--- src/sv/gmi_pkg.sv ---
// gmi_pkg: shared types, codes and constants of the genetic map interpolator.
// Used by gmi_alu, genetic_map_interpolator and the bench; depends on nothing.
package gmi_pkg;

    localparam int TABLE_DEPTH_DEF = 65536;
    localparam int LOOKBACK_DEF    = 64;

    localparam int WIDE_W     = 128;   // shared unit datapath
    localparam int MUL_B_W    = 64;    // multiplier bits consumed per product
    localparam int KIND_W     = 3;
    localparam int VAL_W      = 32;
    localparam int CMR_W      = 32;
    localparam int BPR_W      = 40;
    localparam int STATUS_W   = 3;
    localparam int SLOPE_W    = 64;
    localparam int FRAC_BP    = 8;     // fraction bits of a bp answer
    localparam int SH_CM      = 32;    // 32.32 slope product down to cM
    localparam int SH_BP      = 24;    // 32.32 slope product down to bp.8

    localparam logic [KIND_W-1:0] KIND_CLEAR = 3'd0;
    localparam logic [KIND_W-1:0] KIND_LOAD  = 3'd1;
    localparam logic [KIND_W-1:0] KIND_FIT   = 3'd2;
    localparam logic [KIND_W-1:0] KIND_BP2CM = 3'd3;
    localparam logic [KIND_W-1:0] KIND_CM2BP = 3'd4;

    localparam logic [STATUS_W-1:0] ST_EXACT  = 3'd0;
    localparam logic [STATUS_W-1:0] ST_INTERP = 3'd1;
    localparam logic [STATUS_W-1:0] ST_BELOW  = 3'd2;
    localparam logic [STATUS_W-1:0] ST_ABOVE  = 3'd3;
    localparam logic [STATUS_W-1:0] ST_UNFIT  = 3'd4;
    localparam logic [STATUS_W-1:0] ST_FULL   = 3'd5;
    localparam logic [STATUS_W-1:0] ST_ORDER  = 3'd6;
    localparam logic [STATUS_W-1:0] ST_DONE   = 3'd7;

    // edge slope slots: {window end, bp per cM}
    localparam logic [1:0] SLP_BEG_CM = 2'd0;
    localparam logic [1:0] SLP_BEG_BP = 2'd1;
    localparam logic [1:0] SLP_END_CM = 2'd2;
    localparam logic [1:0] SLP_END_BP = 2'd3;

    localparam logic [WIDE_W-1:0] HALF_CM = WIDE_W'(64'h8000_0000);
    localparam logic [WIDE_W-1:0] HALF_BP = WIDE_W'(64'h80_0000);
    localparam logic [WIDE_W-1:0] MAX_CM  = WIDE_W'(64'hFFFF_FFFF);
    localparam logic [WIDE_W-1:0] MAX_BP  = WIDE_W'(64'hFF_FFFF_FFFF);

    typedef enum logic {
        ALU_MUL,
        ALU_DIV
    } t_alu_op;

    typedef struct packed {
        logic              start;
        t_alu_op           op;
        logic [WIDE_W-1:0] a;    // multiplicand or dividend
        logic [WIDE_W-1:0] b;    // multiplier or divisor
    } t_alu_req;

    typedef struct packed {
        logic              done;
        logic [WIDE_W-1:0] quo;  // product or quotient
        logic [WIDE_W-1:0] rem;
    } t_alu_rsp;

endpackage

--- src/sv/gmi_alu.sv ---
// gmi_alu: shared serial unit, shift-add multiply (64 steps) and restoring
// divide (128 steps), one step per cycle. Depends on gmi_pkg.
module gmi_alu (
    input  logic              i_clk,
    input  logic              i_rst_n,
    input  gmi_pkg::t_alu_req i_req,
    output gmi_pkg::t_alu_rsp o_rsp
);
    import gmi_pkg::*;

    localparam int CNT_W = $clog2(WIDE_W + 1);
    localparam logic [CNT_W-1:0] MUL_STEPS = CNT_W'(MUL_B_W);
    localparam logic [CNT_W-1:0] DIV_STEPS = CNT_W'(WIDE_W);

    logic              r_busy;
    logic              r_done;
    t_alu_op           r_op;
    logic [CNT_W-1:0]  r_cnt;
    logic [WIDE_W-1:0] r_acc;   // product accumulator / partial remainder
    logic [WIDE_W-1:0] r_a;     // shifted multiplicand / dividend bits
    logic [WIDE_W-1:0] r_b;     // shifted multiplier / divisor
    logic [WIDE_W-1:0] r_quo;

    logic [WIDE_W-1:0] rem_s;
    logic [WIDE_W-1:0] rem_diff;
    logic              take;

    assign rem_s    = {r_acc[WIDE_W-2:0], r_a[WIDE_W-1]};
    assign rem_diff = rem_s - r_b;
    assign take     = r_acc[WIDE_W-1] || (rem_s >= r_b);

    always_ff @(posedge i_clk) begin
        if (!i_rst_n) begin
            r_busy <= 1'b0;
            r_done <= 1'b0;
        end else begin
            r_done <= 1'b0;
            if (i_req.start) begin
                r_busy <= 1'b1;
                r_op   <= i_req.op;
                r_cnt  <= (i_req.op == ALU_MUL) ? MUL_STEPS : DIV_STEPS;
                r_acc  <= '0;
                r_a    <= i_req.a;
                r_b    <= i_req.b;
                r_quo  <= '0;
            end else if (r_busy) begin
                case (r_op)
                    ALU_MUL: begin
                        if (r_b[0]) begin
                            r_acc <= r_acc + r_a;
                        end
                        r_a <= r_a << 1;
                        r_b <= r_b >> 1;
                    end
                    ALU_DIV: begin
                        r_acc <= take ? rem_diff : rem_s;
                        r_a   <= r_a << 1;
                        r_quo <= {r_quo[WIDE_W-2:0], take};
                    end
                    default: begin
                        r_acc <= r_acc;
                    end
                endcase
                r_cnt <= r_cnt - 1'b1;
                if (r_cnt == CNT_W'(1)) begin
                    r_busy <= 1'b0;
                    r_done <= 1'b1;
                end
            end
        end
    end

    assign o_rsp.done = r_done;
    assign o_rsp.quo  = (r_op == ALU_MUL) ? r_acc : r_quo;
    assign o_rsp.rem  = r_acc;

endmodule

--- config.mk ---
export PLATFORM = sky130hd
export DESIGN_NAME = gmi_alu
export DESIGN_NICKNAME = d
export VERILOG_FILES = /design/src/sv/gmi_pkg.sv /design/src/sv/gmi_alu.sv
export SDC_FILE = /design/constraint.sdc
export NUM_CORES = 2
export LEC_CHECK = 0
export BUFFER_PORTS_ARGS = -buffer_cell sky130_fd_sc_hd__buf_2
export CAP_MARGIN = 20
export CORE_ASPECT_RATIO = 0.8
export CORE_MARGIN = 2
export CORE_UTILIZATION = 45
export CTS_BUF_LIST = sky130_fd_sc_hd__clkbuf_4 sky130_fd_sc_hd__clkbuf_8
export DETAILED_ROUTE_END_ITERATION = 10
export GPL_TIMING_DRIVEN = 0
export SYNTH_ARGS = -nofsm -noshare
export SYNTH_HDL_FRONTEND = slang
export SYNTH_SLANG_ARGS = --single-unit
--- constraint.sdc ---
create_clock -name i_clk -period 16.2 [get_ports i_clk]
set_clock_uncertainty 0.2 [all_clocks]
set_input_delay 1.62 -clock i_clk [delete_from_list [all_inputs] [get_ports i_clk]]
set_output_delay 1.62 -clock i_clk [all_outputs]
set_load 0.02 [all_outputs]
Yosys cells after proc, flatten, opt, wreduce, memory -nomap -nowiden
Cells that the tools add are included.

storage, ports and cells
  flip-flop bits (word level) = 523
  output and inout bits = 257
  bits of input ports = 260
  logic and storage cells = 46

operators by class
  add/sub/neg operators = 3
  order comparisons = 1
  equal/unequal tests = 3
  mux-type cells = 19
  reduce and logical (&&, ||, !) cells = 9
  bitwise gates (word level) = 3

operators by type and width
  operator                                             count
  two-way mux 128 bit                                  11
  one-hot mux 128 bit (2 select lines)                 1
  adder 128 bit                                        1
  greater-or-equal comparator 128 bit                  1
  subtractor 128 bit                                   1
  two-way mux 8 bit                                    3
  AND reduction 3 bit                                  3
  equality test 8 x 1 -> 1 bit, second input constant  1
  subtractor 8 x 1 -> 8 bit, second input constant     1
  two-way mux 1 bit                                    4
  AND reduction 2 bit                                  2
  nonzero test 2 bit                                   2
  inequality test 3 bit, second input constant         1
  NOT 1 bit                                            3
  OR reduction 3 bit                                   1
  inequality test 2 bit, second input constant         1
  logical OR 1 bit                                     1

Logic depth before layout (Yosys ltp)
  word-level depth = 5
  mapped depth = 17
  depth with buffers taken out = 15

Least setup slack after synthesis
Ideal clock, no wire load.

  path type = input to register
  start point = input i_req[257] in the netlist's numbering
  end point = register r_b[0], enable pin
  stages on the path = 5
  arrival = 8.002 ns
  library setup time = 0.617 ns
  path buffers = 3
  path slack = 7.381 ns
  cells stage by stage = clkbuf_1 clkbuf_1 clkbuf_1 o21ai_0 nor2_1

between the ends
  longest elaborated chain between the ends = 2
  elaborated cells on any way between the ends = 3
  classes of those cells = 1 x eq/ne; 2 x reduce/logical

ends and longest elaborated chain
  what                                                                          line           RTL
  start, declared                                                               gmi_alu.sv:6   input gmi_pkg::t_alu_req i_req,
  inequality test 2 bit (no source line) or nonzero test 2 bit (tied branches)  -
  AND reduction 3 bit (no source line) *                                        -
  end signal, assigned                                                          gmi_alu.sv:44  r_b <= i_req.b;
  end signal, assigned                                                          gmi_alu.sv:53  r_b <= r_b >> 1;
  end, declared                                                                 gmi_alu.sv:21  logic [WIDE_W-1:0] r_b;

Mark *: on every way between the ends. The rest lies on a longest branch, timed or not.
A chain may end at the register's enable or synchronous reset.

Final worst setup path
  start point = register r_acc[14]
  end point = register r_acc[80] (data pin)

between the ends
  longest elaborated chain between the ends = 5
  elaborated cells on any way between the ends = 8
  classes of those cells = 2 x add/sub; 1 x order compare; 4 x mux; 1 x reduce/logical

ends and longest elaborated chain
  what                                    line           RTL
  start, declared                         gmi_alu.sv:19  logic [WIDE_W-1:0] r_acc;
  start signal, assigned                  gmi_alu.sv:50  r_acc <= r_acc + r_a;
  start signal, assigned                  gmi_alu.sv:56  r_acc <= take ? rem_diff : rem_s;
  start signal, assigned                  gmi_alu.sv:61  r_acc <= r_acc;
  greater-or-equal comparator 128 bit     gmi_alu.sv:30  assign take = r_acc[WIDE_W-1] || (rem_s >= r_b);
  logical OR 1 bit                        gmi_alu.sv:30
  two-way mux 128 bit                     gmi_alu.sv:56
  one-hot mux 128 bit (2 select lines) *  gmi_alu.sv:47  case (r_op)
  two-way mux 128 bit *                   gmi_alu.sv:46  end else if (r_busy) begin

Mark *: on every way between the ends. The rest lies on a longest branch, timed or not. The select of a mux whose other input is x is not followed.

==> impl_metrics.ini <==
[synthesis]
ys_seq_area_share_pct = 38.43
dominantRegCellSynth = edfxtp_1
postSynthCellCount = 4541
syn-num-nets = 5060
synth_cell_type_count = 88
yosysWarnings = 0
syn_area_per_cell_um2 = 8.987
synth-edff-count = 521
async_flop_share_pct = 0
ys_seq_elements = 523
synth_area_um2 = 40810

[clocking]
clk_path_buf_depth = 3
clkTransAtPathRegs_ns = 0.06
hold_buffers = 0
cts.sinks = 523
insertion_delay_ns = 0.76
cts_resized = 0
cts_made_buffers = 91
root_buffer = clkbuf_8
htree_levels = 3
post_cts_buffers = 0
cts_tree = yes

[timing]
finalMaxSlewViolations = 0
tightest_slew_ns = 1.232
setup_violations = 0
hold_viol = 0
slew_headroom_pct = 17.12
fin_crit_sh_pct = 43.06
fin_crit_ns = 6.976
tns_ns = 0
rsz0062_at_grt = no
clock.fmax_mhz = 143.4

[place]
dp_cells = 6287
gp_congestion = 0.9860
io_buffers = 516
dp_hpwl_um = 141900

[pwr]
leakage_uw = 0.01887
internal_power_uw = 2891
seq_power_share_pct = 35.6
swShare_pct = 40.71
powerDensity_nw_per_um2 = 103.2
pwr-share-clk_pct = 25.6
comb_power_share_pct = 38.8
switchingPower_uw = 1985
vdd_drop_max_v = 0.00006949

[global_route]
grt_pass1_wl_um = 251600
antenna_found_initial = 7
grt_overflow = 0
grt_max_degree = 73
grt_use_total_pct = 36.68
grt_pass1_vias = 36831

[die]
die_w_um = 340.7
num_rows = 98
core_area_um2 = 89630
fp.dieH_um = 273.4
die_area_um2 = 93130
start_util_pct = 45.53
pin_count = 517

[detailed_routing]
drc_errors = 0
drtPass1Iterations = 5
avgRoutedWirePerCell_um = 27.38
wirelength_um = 176700
via_per_inst = 6.129
drtIter0Drc = 4495
vias = 39562
antenna_left = 0

[worst_setup_path]
timing.rr.start = r_acc[14]$_SDFFCE_PP0P_
crit_fanout = 10
cp.arrival_ns = 7.24
startpoint = r_acc[14]$_SDFFCE_PP0P_
crit_path_end_kind = register
critPathKind = register to register
required_ns = 16.46
startpoint_type = register

[cells_and_area]
drive_above_1_share_pct = 19.15
multi_input_area_um2 = 23300
num-nets-final = 5702
fillers = 8695
final_cells = 6455
ff_latch_area_um2 = 15690
syn_to_final_growth_pct = 15.78

[flow_run]
max_cap_violations = 0

[status]
status = finished, final reports clean

[min_path]
hold_start = r_quo[101]$_SDFFCE_PP0P_
min_path_type = register to register
==> cells in the mapped netlist, drive strengths merged (36+ instances only) <==
| cell | number | area [um^2] |
|---|---|---|
| nand2 | 497 | 1868 |
| mux2 | 244 | 2748 |
| clkbuf | 224 | 840.8 |
| a21oi | 466 | 2332 |
| inv | 223 | 837.1 |
| o211ai | 36 | 270.3 |
| edfxtp | 521 | 15650 |
| o21bai | 71 | 533.0 |
| nand4 | 129 | 807.0 |
| a21o | 87 | 653.1 |
| nand3 | 45 | 225.2 |
| o21ai | 440 | 2217 |
| ha | 257 | 3216 |
| nor3 | 66 | 335.3 |
| o21a | 36 | 270.3 |
| nor2 | 328 | 1234 |
| xor2 | 96 | 840.8 |
| nor2b | 144 | 900.9 |
| xnor2 | 147 | 1287 |
| a211oi | 63 | 478.0 |
==> final timing paths <==
path / cells after the start / slack, ns / to
max: 13 / 9.22 / r_acc[80]$_SDFFCE_PP0P_
max reg2reg: 13 / 9.22 / r_acc[80]$_SDFFCE_PP0P_
min: 1 / 0.32 / r_quo[102]$_SDFFCE_PP0P_
min reg2reg: 1 / 0.32 / r_quo[102]$_SDFFCE_PP0P_
==> metrics by stage <==
step | hold WS, ns | setup slack (ns) | utilization (%) | instance area, um^2 | total power [uW]
2_1_floorplan | 0.2923 | 7.381 | - | 40810 | 2915
3_3_place_gp | 0.3369 | 1.040 | 50.09 | 44900 | 3581
3_5_place_dp | 0.3498 | 9.534 | 50.70 | 45450 | 3579
4_1_cts | 0.3152 | 9.489 | 52.68 | 47220 | 4828
5_1_grt | 0.3452 | 9.365 | 52.72 | 47250 | 5072
6_report | 0.3206 | 9.224 | 52.72 | 47250 | 4876
==> layout make-up <==
| cell class | instances | area share [%] |
|---|---|---|
| repair buffers | 549 | 6.625 |
| multi-input cells | 3535 | 49.31 |
| diodes | 3 | 0.01589 |
| plain buffers | 259 | 2.142 |
| flip-flops and latches | 523 | 33.19 |
| clock inverters | 35 | 0.4660 |
| clock buffers | 127 | 3.276 |
| inverters | 224 | 1.790 |
| well taps | 1200 | 3.178 |
==> cells by family (layout without fill, tap and decap cells) <==
logic type | after synthesis | after routing | share of synthesized area [%]
AND/OR/NAND/NOR | 1338 | 1338 | 15.38
flip-flops | 523 | 523 | 38.43
multiplexers | 276 | 276 | 7.517
adder cells (fa/ha/maj) | 259 | 259 | 7.977
AO/OA/AOI/OAI | 1419 | 1419 | 20.95
buffers and inverters | 483 | 1194 | 4.531
other | 0 | 3 | 0
XOR/XNOR | 243 | 243 | 5.215
==> critical path, stage by stage, from the launching register on <==
cell,delay [ns]
edfxtp_1,0.52
ha_1,0.33
clkbuf_1,0.30
nand2_1,0.23
nor3_1,0.30
nand3_1,0.12
o41ai_1,0.98
a31oi_1,0.46
o21ai_2,0.87
clkbuf_1,0.86
clkbuf_1,0.91
nand2_1,0.27
o21ai_1,0.21
o22ai_1,0.10
==> state kept, by name (all words and copies together) (netlist names) <==
name and cells:
r_acc 128, r_done 1, r_cnt 8, r_a 128, r_b 128, r_quo 128, r_op 1, r_busy 1
==> power groups by stage <==
stage	combinational (uW)	sequential, uW	clock [uW]
floorplan	1160	1750	0
global placement	1800	1780	0
detailed placement	1820	1760	0
CTS	1830	1730	1260
global route	2020	1740	1310
finish	1890	1740	1250
==> layout by cell type, fill, tap and decap left out, types with 15 or more instances in the layout <==
cell type	n
a211oi_1	62
a21boi_0	18
a21o_1	87
a21oi_1	466
a31oi_1	26
and2_1	19
buf_2	544
clkbuf_1	221
clkbuf_4	33
clkbuf_8	95
clkinv_1	19
edfxtp_1	521
ha_1	257
inv_1	221
mux2_2	243
mux2i_1	32
nand2_1	496
nand2b_1	20
nand3_1	45
nand4_1	129
nor2_1	324
nor2b_1	144
nor3_1	65
nor4_1	19
o211ai_1	36
o21a_1	36
o21ai_0	329
o21ai_1	107
o21bai_1	71
o221ai_1	15
o22ai_1	31
o31ai_1	15
xnor2_1	147
xor2_1	96
==> layer usage <==
| layer | routed length (um) | global-route usage [%] |
|---|---|---|
| met1 | 81020 | 55.32 |
| met2 | 72370 | 52.66 |
| met3 | 18830 | 8.264 |
| met4 | 4405 | 8.938 |
| met5 | 89 | 0.5589 |
No activity file was read; power rests on OpenSTA's default activity.
